**config.mk**
```make
export PLATFORM = sky130hd
export DESIGN_NAME = utf8_to_wide_char_decoder_top
export DESIGN_NICKNAME = d
export VERILOG_FILES = /design/src/design/utfd_pkg.sv /design/src/design/utfd_front.sv /design/src/design/utfd_queue.sv /design/src/design/utfd_back.sv /design/src/design/utf8_to_wide_char_decoder_top.sv
export VERILOG_INCLUDE_DIRS = /design/src /design/src/design
export SDC_FILE = /design/constraint.sdc
export NUM_CORES = 1
export LEC_CHECK = 0
export BUFFER_PORTS_ARGS = -buffer_cell sky130_fd_sc_hd__clkbuf_2
export CAP_MARGIN = 10
export CELL_PAD_IN_SITES_DETAIL_PLACEMENT = 0
export CELL_PAD_IN_SITES_GLOBAL_PLACEMENT = 2
export CORE_MARGIN = 10
export CORE_UTILIZATION = 43
export DETAILED_ROUTE_END_ITERATION = 8
export PLACE_DENSITY = 0.86
export SETUP_SLACK_MARGIN = 0.3
export SLEW_MARGIN = 10
export SYNTH_ARGS = -nofsm -noshare
export SYNTH_HDL_FRONTEND = slang
export SYNTH_SLANG_ARGS = --single-unit
```
**constraint.sdc**
```tcl
create_clock -name i_clk -period 6.6 [get_ports i_clk]
set_clock_uncertainty 0.15 [all_clocks]
set_input_delay 0.66 -clock i_clk [delete_from_list [all_inputs] [get_ports i_clk]]
set_output_delay 0.66 -clock i_clk [all_outputs]
set_load 0.02 [all_outputs]
```
**src/design/assert_macros.svh**
```systemverilog
// ----------------------------------------------------------------------------
// Assertion macros
// Shared concurrent assertion wrappers for the decoder RTL.
// ----------------------------------------------------------------------------
`ifndef ASSERT_MACROS_SVH
`define ASSERT_MACROS_SVH

// prop must hold at every clock edge outside reset
`define UTFD_ASSERT(label, clk, rst_n, prop, msg) \
    label: assert property (@(posedge clk) disable iff (!(rst_n)) (prop)) else $error(msg);

// expr must never be true outside reset
`define UTFD_ASSERT_NEVER(label, clk, rst_n, expr, msg) \
    label: assert property (@(posedge clk) disable iff (!(rst_n)) !(expr)) else $error(msg);

`endif

```
**src/design/utfd_pkg.sv**
```systemverilog
// ----------------------------------------------------------------------------
// utfd_pkg
// Types and constants shared by the UTF-8 decoder modules.
// ----------------------------------------------------------------------------
package utfd_pkg;

    localparam int unsigned QUEUE_DEPTH_DEF = 4;
    localparam logic [15:0] REPL_RESET      = 16'h003F;

    // sequence length codes; zero doubles as "invalid lead" and "idle"
    localparam logic [2:0] LEN_NONE = 3'd0;
    localparam logic [2:0] LEN_1    = 3'd1;
    localparam logic [2:0] LEN_2    = 3'd2;
    localparam logic [2:0] LEN_3    = 3'd3;
    localparam logic [2:0] LEN_4    = 3'd4;
    localparam logic [2:0] LEN_5    = 3'd5;
    localparam logic [2:0] LEN_6    = 3'd6;

    typedef struct packed {
        logic [7:0] byte_in;
        logic       last_byte;
    } t_in_item;

    typedef struct packed {
        logic [15:0] code_unit;
        logic [30:0] code_point;
        logic        substituted;
        logic        is_error;
        logic        string_end;
    } t_out_item;

    // classified byte handed from front to back
    typedef struct packed {
        logic [2:0] lead_len;   // length if this were a lead byte, LEN_NONE if illegal
        logic [4:0] lead_bits;  // payload bits of a lead byte
        logic       is_cont;    // top bits are 10
        logic       overlong2;  // 2-byte lead with bits 0x1E clear
        logic [7:0] raw;
        logic       last;
    } t_byte_class;

endpackage

```
**src/design/utfd_front.sv**
```systemverilog
// ----------------------------------------------------------------------------
// utfd_front
// Input side: takes bytes while the queue has room and classifies them.
// ----------------------------------------------------------------------------
module utfd_front (
    input  logic                  i_in_valid,
    output logic                  o_in_ready,
    input  utfd_pkg::t_in_item    i_in_item,
    input  logic                  i_q_full,
    output logic                  o_push,
    output utfd_pkg::t_byte_class o_push_data
);

    logic [7:0] b;
    logic [2:0] len;

    assign b          = i_in_item.byte_in;
    assign o_in_ready = !i_q_full;
    assign o_push     = i_in_valid && !i_q_full;

    always_comb begin
        priority if (b[7] == 1'b0) begin
            len = utfd_pkg::LEN_1;
        end else if (b[7:5] == 3'b110) begin
            len = utfd_pkg::LEN_2;
        end else if (b[7:4] == 4'b1110) begin
            len = utfd_pkg::LEN_3;
        end else if (b[7:3] == 5'b11110) begin
            len = utfd_pkg::LEN_4;
        end else if (b[7:2] == 6'b111110) begin
            len = utfd_pkg::LEN_5;
        end else if (b[7:1] == 7'b1111110) begin
            len = utfd_pkg::LEN_6;
        end else begin
            len = utfd_pkg::LEN_NONE;
        end
    end

    always_comb begin
        o_push_data.lead_len  = len;
        o_push_data.is_cont   = (b[7:6] == 2'b10);
        o_push_data.overlong2 = (len == utfd_pkg::LEN_2) && (b[4:1] == 4'd0);
        o_push_data.raw       = b;
        o_push_data.last      = i_in_item.last_byte;
        unique case (len)
            utfd_pkg::LEN_2: o_push_data.lead_bits = b[4:0];
            utfd_pkg::LEN_3: o_push_data.lead_bits = {1'b0, b[3:0]};
            utfd_pkg::LEN_4: o_push_data.lead_bits = {2'b0, b[2:0]};
            utfd_pkg::LEN_5: o_push_data.lead_bits = {3'b0, b[1:0]};
            utfd_pkg::LEN_6: o_push_data.lead_bits = {4'b0, b[0]};
            default:         o_push_data.lead_bits = 5'd0;
        endcase
    end

endmodule

```
**src/design/utfd_queue.sv**
```systemverilog
// ----------------------------------------------------------------------------
// utfd_queue
// Short first-word-fall-through queue of classified bytes.
// ----------------------------------------------------------------------------
`include "assert_macros.svh"

module utfd_queue #(
    parameter int unsigned DEPTH = utfd_pkg::QUEUE_DEPTH_DEF
) (
    input  logic                  i_clk,
    input  logic                  i_rst_n,
    input  logic                  i_push,
    input  utfd_pkg::t_byte_class i_push_data,
    output logic                  o_full,
    input  logic                  i_pop,
    output logic                  o_valid,
    output utfd_pkg::t_byte_class o_data
);

    localparam int unsigned PW = (DEPTH > 1) ? $clog2(DEPTH) : 1;
    localparam int unsigned CW = $clog2(DEPTH + 1);
    localparam logic [PW-1:0] PTR_LAST = PW'(DEPTH - 1);
    localparam logic [CW-1:0] CNT_FULL = CW'(DEPTH);

    utfd_pkg::t_byte_class r_mem [DEPTH];
    logic [PW-1:0] r_wr_ptr, n_wr_ptr;
    logic [PW-1:0] r_rd_ptr, n_rd_ptr;
    logic [CW-1:0] r_count, n_count;

    assign o_full  = (r_count == CNT_FULL);
    assign o_valid = (r_count != '0);
    assign o_data  = r_mem[r_rd_ptr];

    always_comb begin
        n_wr_ptr = r_wr_ptr;
        n_rd_ptr = r_rd_ptr;
        n_count  = r_count;
        if (i_push) begin
            n_wr_ptr = (r_wr_ptr == PTR_LAST) ? '0 : r_wr_ptr + 1'b1;
        end
        if (i_pop) begin
            n_rd_ptr = (r_rd_ptr == PTR_LAST) ? '0 : r_rd_ptr + 1'b1;
        end
        if (i_push && !i_pop) begin
            n_count = r_count + 1'b1;
        end else if (i_pop && !i_push) begin
            n_count = r_count - 1'b1;
        end
    end

    always_ff @(posedge i_clk) begin
        if (!i_rst_n) begin
            r_wr_ptr <= '0;
            r_rd_ptr <= '0;
            r_count  <= '0;
        end else begin
            r_wr_ptr <= n_wr_ptr;
            r_rd_ptr <= n_rd_ptr;
            r_count  <= n_count;
        end
    end

    always_ff @(posedge i_clk) begin
        if (i_push) begin
            r_mem[r_wr_ptr] <= i_push_data;
        end
    end

    `UTFD_ASSERT_NEVER(a_no_overflow, i_clk, i_rst_n, i_push && o_full, "push into full queue")
    `UTFD_ASSERT_NEVER(a_no_underflow, i_clk, i_rst_n, i_pop && !o_valid, "pop from empty queue")
    `UTFD_ASSERT(a_count_range, i_clk, i_rst_n, r_count <= CNT_FULL, "queue count out of range")

endmodule

```
**src/design/utfd_back.sv**
```systemverilog
// ----------------------------------------------------------------------------
// utfd_back
// Sequence state machine and result register.
// ----------------------------------------------------------------------------
`include "assert_macros.svh"

module utfd_back (
    input  logic                  i_clk,
    input  logic                  i_rst_n,
    input  logic                  i_q_valid,
    input  utfd_pkg::t_byte_class i_q_data,
    output logic                  o_pop,
    input  logic [15:0]           i_repl,
    output logic                  o_out_valid,
    input  logic                  i_out_ready,
    output utfd_pkg::t_out_item   o_out_item
);

    logic [2:0]  r_len, n_len;
    logic [2:0]  r_pos, n_pos;
    logic [30:0] r_acc, n_acc;
    logic        r_drop, n_drop;
    logic        r_out_valid;
    utfd_pkg::t_out_item r_out;

    logic        do_err;
    logic        do_char;
    logic [30:0] char_cp;
    logic [30:0] acc_shift;
    logic [2:0]  pos_inc;
    logic [6:0]  ovl3;
    logic        sub;
    utfd_pkg::t_out_item res;

    assign o_pop       = i_q_valid && (!r_out_valid || i_out_ready);
    assign acc_shift   = {r_acc[24:0], i_q_data.raw[5:0]};
    assign pos_inc     = r_pos + 3'd1;
    assign ovl3        = i_q_data.raw[6:0] >> (3'd7 - r_len);

    always_comb begin
        n_len   = r_len;
        n_pos   = r_pos;
        n_acc   = r_acc;
        n_drop  = r_drop;
        do_err  = 1'b0;
        do_char = 1'b0;
        char_cp = '0;
        if (o_pop) begin
            if (r_drop) begin
                if (i_q_data.last) begin
                    n_drop = 1'b0;
                end
            end else if (r_len == utfd_pkg::LEN_NONE) begin
                priority if (i_q_data.lead_len == utfd_pkg::LEN_NONE) begin
                    do_err = 1'b1;
                end else if (i_q_data.lead_len == utfd_pkg::LEN_1) begin
                    do_char = 1'b1;
                    char_cp = {23'd0, i_q_data.raw};
                end else if (i_q_data.overlong2 || i_q_data.last) begin
                    do_err = 1'b1;
                end else begin
                    n_len = i_q_data.lead_len;
                    n_pos = 3'd1;
                    n_acc = {26'd0, i_q_data.lead_bits};
                end
            end else begin
                priority if (!i_q_data.is_cont) begin
                    do_err = 1'b1;
                end else if (r_acc == '0 && r_pos == 3'd2 && ovl3 == '0) begin
                    do_err = 1'b1;
                end else if (pos_inc >= r_len) begin
                    do_char = 1'b1;
                    char_cp = acc_shift;
                end else if (i_q_data.last) begin
                    do_err = 1'b1;
                end else begin
                    n_acc = acc_shift;
                    n_pos = pos_inc;
                end
            end
            if (do_err || do_char) begin
                n_len = utfd_pkg::LEN_NONE;
                n_pos = '0;
                n_acc = '0;
            end
            if (do_err) begin
                n_drop = !i_q_data.last;
            end
        end
    end

    assign sub = |char_cp[30:16];

    always_comb begin
        res = '0;
        if (do_err) begin
            res.is_error   = 1'b1;
            res.string_end = 1'b1;
        end else begin
            res.code_unit   = sub ? i_repl : char_cp[15:0];
            res.code_point  = char_cp;
            res.substituted = sub;
            res.string_end  = i_q_data.last;
        end
    end

    always_ff @(posedge i_clk) begin
        if (!i_rst_n) begin
            r_len       <= utfd_pkg::LEN_NONE;
            r_pos       <= '0;
            r_acc       <= '0;
            r_drop      <= 1'b0;
            r_out_valid <= 1'b0;
        end else begin
            r_len  <= n_len;
            r_pos  <= n_pos;
            r_acc  <= n_acc;
            r_drop <= n_drop;
            if (do_err || do_char) begin
                r_out_valid <= 1'b1;
            end else if (i_out_ready) begin
                r_out_valid <= 1'b0;
            end
        end
    end

    always_ff @(posedge i_clk) begin
        if (do_err || do_char) begin
            r_out <= res;
        end
    end

    assign o_out_valid = r_out_valid;
    assign o_out_item  = r_out;

    `UTFD_ASSERT(a_drop_after_err, i_clk, i_rst_n, $rose(r_drop) |-> (r_out_valid && r_out.is_error), "drop mode entered without error result")
    `UTFD_ASSERT(a_err_fields, i_clk, i_rst_n, (r_out_valid && r_out.is_error) |-> (r_out.code_point == '0 && r_out.string_end), "error result carries code data")
    `UTFD_ASSERT(a_sub_range, i_clk, i_rst_n, (r_out_valid && r_out.substituted) |-> (r_out.code_point > 31'h0000FFFF), "substitution below 0x10000")

endmodule

```
**src/design/utf8_to_wide_char_decoder_top.sv**
```systemverilog
// ----------------------------------------------------------------------------
// utf8_to_wide_char_decoder_top
// UTF-8 byte stream to code point and 16-bit code unit decoder.
// ----------------------------------------------------------------------------
// Takes one byte per item (last_byte flags the end of a string) and returns one
// result per completed character of 1 to 6 bytes, or one error result on an
// illegal lead, a bad continuation byte, an overlong form or a string that ends
// mid-sequence; after an error the rest of the string is dropped silently.
// Throughput is one byte per clock while the output is not stalled, set by the
// sequence state update in the back end; a result is registered in the output
// register once its final byte has passed through the queue and the back end.
// The queue between front and back holds QUEUE_DEPTH classified bytes, so
// input and output stall independently. The replacement code unit (reset 0x3F)
// is written through the cfg channel, always ready; write it only while idle.
// ----------------------------------------------------------------------------
module utf8_to_wide_char_decoder_top #(
    parameter int unsigned QUEUE_DEPTH = utfd_pkg::QUEUE_DEPTH_DEF
) (
    input  logic                i_clk,
    input  logic                i_rst_n,
    // byte items
    input  logic                i_in_valid,
    output logic                o_in_ready,
    input  utfd_pkg::t_in_item  i_in_item,
    // result items
    output logic                o_out_valid,
    input  logic                i_out_ready,
    output utfd_pkg::t_out_item o_out_item,
    // replacement character register
    input  logic                i_cfg_valid,
    output logic                o_cfg_ready,
    input  logic [15:0]         i_cfg_data
);

    logic                  q_full;
    logic                  q_push;
    utfd_pkg::t_byte_class q_push_data;
    logic                  q_valid;
    logic                  q_pop;
    utfd_pkg::t_byte_class q_data;
    logic [15:0]           r_repl;

    // config write always accepted
    assign o_cfg_ready = 1'b1;

    always_ff @(posedge i_clk) begin
        if (!i_rst_n) begin
            r_repl <= utfd_pkg::REPL_RESET;
        end else if (i_cfg_valid) begin
            r_repl <= i_cfg_data;
        end
    end

    // front: accept and classify
    utfd_front u_front (
        .i_in_valid  (i_in_valid),
        .o_in_ready  (o_in_ready),
        .i_in_item   (i_in_item),
        .i_q_full    (q_full),
        .o_push      (q_push),
        .o_push_data (q_push_data)
    );

    // decoupling queue
    utfd_queue #(
        .DEPTH (QUEUE_DEPTH)
    ) u_queue (
        .i_clk       (i_clk),
        .i_rst_n     (i_rst_n),
        .i_push      (q_push),
        .i_push_data (q_push_data),
        .o_full      (q_full),
        .i_pop       (q_pop),
        .o_valid     (q_valid),
        .o_data      (q_data)
    );

    // back: sequence decode and result register
    utfd_back u_back (
        .i_clk       (i_clk),
        .i_rst_n     (i_rst_n),
        .i_q_valid   (q_valid),
        .i_q_data    (q_data),
        .o_pop       (q_pop),
        .i_repl      (r_repl),
        .o_out_valid (o_out_valid),
        .i_out_ready (i_out_ready),
        .o_out_item  (o_out_item)
    );

endmodule

```
==> Yosys cells after proc, flatten, opt, wreduce, memory -nomap -nowiden <==
Memories as Yosys holds them, arrays and structs flattened. A register that Yosys moved wholly into a read port is not among the register bits.
Cells that the tools add are included.
{ "totals": {"mem_bits_ro": 0, "output_inout_bits": 53, "ff_bits": 112, "wordCells": 154, "input_bits": 30, "mem_count": 1, "ram_bits": 76, "latchBits": 0} }
{ "op_classes": {"n_mux": 76, "magnitude_cmp": 1, "bitwise": 0, "div_mod_pow": 0, "shift": 1, "mul": 0, "eq_ne": 26, "reduce_logical": 29, "addsub": 6} }
{ "mem_list": {"columns": ["memory", "depth", "width", "rd", "rd_clocked_by_memory_dff", "write_ports", "line", "source"], "rows": [
  ["u_queue.r_mem", 4, 19, 1, 1, 1, "utfd_queue.sv:25", "utfd_pkg::t_byte_class r_mem [DEPTH];"]
]} }
{ "ops": {"columns": ["cell", "n"], "rows": [
  ["31-bit 2-to-1 mux", 17],
  ["3-bit 2-to-1 mux", 24],
  ["31-bit logical NOT", 1],
  ["1-bit 2-to-1 mux", 28],
  ["5-bit case mux with 5 select lines", 1],
  ["16-bit 2-to-1 mux", 1],
  ["3-bit == test (second input constant)", 5],
  ["15-bit OR reduction", 1],
  ["3-bit != test (second input constant)", 4],
  ["3-bit by 2-bit == test with 1-bit output (second input constant)", 3],
  ["9-bit AND reduction", 1],
  ["2-bit 2-to-1 mux", 4],
  ["8-bit 2-to-1 mux", 1],
  ["2-bit != test (second input constant)", 4],
  ["7-bit == test (second input constant)", 1],
  ["1-bit logical AND", 7],
  ["7-bit logical NOT", 1],
  ["7-bit by 3-bit >> shifter with 7-bit output", 1],
  ["3-bit by 1-bit adder with 3-bit output (second input constant)", 2],
  ["2-bit == test (second input constant)", 3],
  ["6-bit == test (second input constant)", 1],
  ["3-bit logical NOT", 2],
  ["3-bit by 2-bit != test with 1-bit output (second input constant)", 2],
  ["6-bit AND reduction", 1],
  ["other kinds (12)", 23]
]} }

==> Logic depth before layout (Yosys ltp) <==
{ "depth": {"depth_word": 12, "depth_mapped": 11, "depth_no_buf": 10} }

==> By module <==
A second synthesis with hierarchy kept.
{ "unflattened": {"hier_cells": 585, "hier_area_um2": 7951.4} }
{ "modules_own_cells": {"columns": ["mod", "cells_each", "seq_area_each_um2", "area_each_um2", "instances"], "rows": [
  ["utfd_back", 356, 2282.2, 3891.2, 1],
  ["utfd_queue", 143, 2462.4, 3244.4, 1],
  ["utf8_to_wide_char_decoder_top", 53, 320.3, 611.8, 1],
  ["utfd_front", 33, 0.0, 203.9, 1]
]} }

==> Worst setup path after synthesis <==
OpenSTA, ideal clock, no wires.
{ "synth_path": {"kind": "register to register", "start": "reg with a tool-made name", "end": "reg u_back.r_out (netlist bit u_back.o_out_item[0]), enable pin", "period_less_slack_ps": 4012, "path_slack_ps": 2588, "stages_incl_launch_ff": 9, "arrival_time_ps": 3451, "required_time_ps": 6039, "path_buffers": 2, "setup_time_ps": 411, "path_cell_list": "dfxtp_1 buf_6 mux4_2 o31ai_1 o31ai_1 or4_1 buf_2 a21oi_2 o21a_1"} }
{ "synth_lines": {"columns": ["item", "line", "source"], "rows": [
  ["end signal, assigned", "utfd_back.sv:129", "r_out <= res;"],
  ["end, declared", "utfd_back.sv:24", "utfd_pkg::t_out_item r_out;"]
]} }

==> run summary <==
Leading area contributor after synthesis -> edfxtp_1
Pin count of the biggest net entering global routing -> 38
Die Y -> 153 um
WP data arrival -> 4.50 ns
Post-synth cell types -> 55
Int Pwr -> 2.61 mW
Count leader, synth -> edfxtp_1
Latest clock arrival within the worst-skew pair -> 0.42 ns
Final setup fails -> 0
Post-synth top cells -> edfxtp_1, dfxtp_1, nand2_1, and3_1, a22o_1
Clk buf depth -> 2
GRT Residual Overflow -> 0
Switching power -> 1.32 mW
Hold Path Stages -> 3
CTS tree -> done
Hold Startpoint -> i_cfg_data[1]
Setup slack at placement -> 2.02 ns
Post-CTS resize count -> 0
Leakage power -> 3.43 nW
Initial core utilization -> 44.0%
Vias in the first global route -> 4,635
DRT Pass-1 Iters -> 4
Max Fclk -> 220 MHz
# hold bufs at CTS -> 0
TritonCTS Buffers -> 17
Residual DRC count -> 0
FF+latch count, synth -> 190
RePlAce Congestion -> 0.787
IO Pins -> 83
Antenna diode count -> 0
Sum of buffers and inverters on the critical path -> 1
DP HPWL -> 11.1 mm
Power consumption -> 3.94 mW
Ys Warns -> 0
Slew HR -> 23.5%
Routed Wire Length -> 15.6 mm
Initial DRC Count -> 278
Final Max Tran Viols -> 0
Data required, critical path -> 6.56 ns
Syn Inst Count -> 529
All-Layer GR Usage -> 13.4%
Reg power frac -> 44.2%
Status -> finished, final reports clean
Net Sw Frac -> 33.6%
Syn_nets -> 571
Final hold violations -> 0
# H-tree levels -> 4
Critical path peak fanout -> 33
Kind of critical path -> reg -> reg
Critical path depth -> 7
Clock root buffer -> clkbuf_16
Rows -> 48
Area delta synth->final -> 15.6%
Worst-path clk slew -> 0.07 ns
Critical path cell sequence -> mux4_2 > o31ai_1 > o31ai_1 > or4_1 > a21oi_2 > o21a_2 > buf_4
Crit path capture type -> flop
Final period util -> 68.9%
Post-CTS setup repair buffer count -> 0
Min cycle time layout -> 4.55 ns
CTS Sinks -> 190
Most used cell, CP -> o31ai_1
Syn avg cell area -> 14.4 um^2
Die Wd -> 153 um
Share of cells above drive strength 1 -> 24.0%
CP top delay family -> compound AO/OA/AOI/OAI gates
Synthesized cell area -> 0.00761 mm^2
Post-synth EDFFs -> 126
First-pass GRT wire length -> 25.5 mm
Vias -> 4,462
Max-cap violations -> 0
# fillers -> 1,493
Comb pwr share -> 29.7%
Final ANT Viol Nets -> 0
Top-area cell type share of the netlist area -> 49.7%
Power Dens Cells -> 448 mW/mm^2
Worst R2R Path Depth -> 7
Synth async-reset ratio -> 0%
HP Class -> in -> reg
DIE AREA -> 0.0234 mm^2
Clk pwr share -> 26.1%
Total negative setup slack -> 0 ns
Multi-input gate area -> 0.00234 mm^2
Port bufs -> 81
Setup crit start kind -> flop
Final worst slack -> 2.05 ns
Core Box Area -> 0.0173 mm^2
Initial antenna violation count -> 0
Main synth FF type -> edfxtp_1
Net count, final -> 646
Register area -> 0.00506 mm^2
Delay of the slowest critical-path stage -> 0.96 ns
Sequential-to-total area share from yosys stat -> 66.6%
DR vias/cell -> 5.30
Worst VDD drop -> 0.000233 V
Synth top area cells -> edfxtp_1, dfxtp_1, mux4_2
WL/cell -> 18.5 um
Unrepaired setup endpoints after global routing -> false
Slowest-stage cell, CP -> or4_1
Least-Margin Pin Slew -> 1.14 ns
[logic make-up (layout without fill, tap and decap cells)]
group / after synthesis / after routing / synth area share [%]
muxes: 52 / 52 / 10.1
buffers and inverters: 43 / 131 / 2.63
AOI/OAI and AO/OA: 75 / 75 / 7.16
DFF: 190 / 190 / 66.6
xor gates and xnor gates: 4 / 4 / 0.461
other: 1 / 1 / 0.0493
and+or+nand+nor: 152 / 152 / 10.9
adders and majority gates: 12 / 12 / 2.07
[final cells by class]
class                           count  share of cell area [%]
Sequential cell                   190                    57.6
Inverter                           13                   0.555
Clock buffer                       20                    5.45
Clock inverter                     12                    1.51
Timing Repair Buffer               86                    5.04
Tap cell                          225                    3.20
Multi-Input combinational cell    296                    26.6
[worst paths after layout]
| path | slack (ns) | end |
|---|---|---|
| max | 2.05 | u_back.o_out_item[20] |
| min | 0.30 | r_repl[1] |
| max reg2reg | 2.05 | u_back.o_out_item[20] |
| min reg2reg | 0.33 | u_back.r_acc[28] |
[per-stage QoR]
stage	util, %	std cells	hold slack, ns	instance area, um^2
CTS	50.8	842	0.277	8790
finish	50.8	842	0.305	8790
global placement	47.3	810	0.303	8180
global route	50.8	842	0.287	8790
floorplan	-	529	0.290	7610
detailed placement	47.3	810	0.309	8180
[power by group through the flow]
stage / Clock [mW] / Combinational, mW / Sequential [mW]
after global routing: 1.10 / 1.29 / 1.77
final: 1.03 / 1.17 / 1.74
after detailed placement: 0 / 1.19 / 1.77
after global placement: 0 / 1.17 / 1.76
after floorplan: 0 / 0.644 / 1.92
after CTS: 1.06 / 1.19 / 1.75
[routing by layer]
layer,routed length (um),track usage [%],vias up
met4,74,3.95,0
met2,7910,22.4,104
met5,0,0,-
li1,-,-,2161
met1,6900,16.5,2191
met3,713,3.90,6
[tightest hold or removal path, stage by stage]
cell and delay (ns):
clkbuf_2 0.08, mux2i_1 0.05, nand2_1 0.05
[cells in the final DEF (no fill, tap or decap), drive strengths merged, types with 4 or more instances in the layout]
cell and count:
or3 4, o21ai 14, a22o 26, nor2 10
buf 5, mux2i 25, nor3 11, dfxtp 64
o31ai 8, nor2b 22, ha 11, mux4 19
clkbuf 101, edfxtp 126, and3 31, nand2 38
inv 13, mux2 8, clkinv 7, nor4 5
a21oi 10, nand3 6, and2 6
[registers in the layout (all words and copies together) (netlist names), named ones only]
name / flops
u_queue.r_rd_ptr: 2
u_back.r_acc: 31
u_back.r_pos: 3
u_queue.r_count: 3
u_back.o_out_item: 50
u_back.r_len: 3
u_queue.r_wr_ptr: 2
u_back.o_out_valid: 1
u_queue.r_mem: 76
r_repl: 16
u_back.r_drop: 1
(Power assumes the default switching activity.)
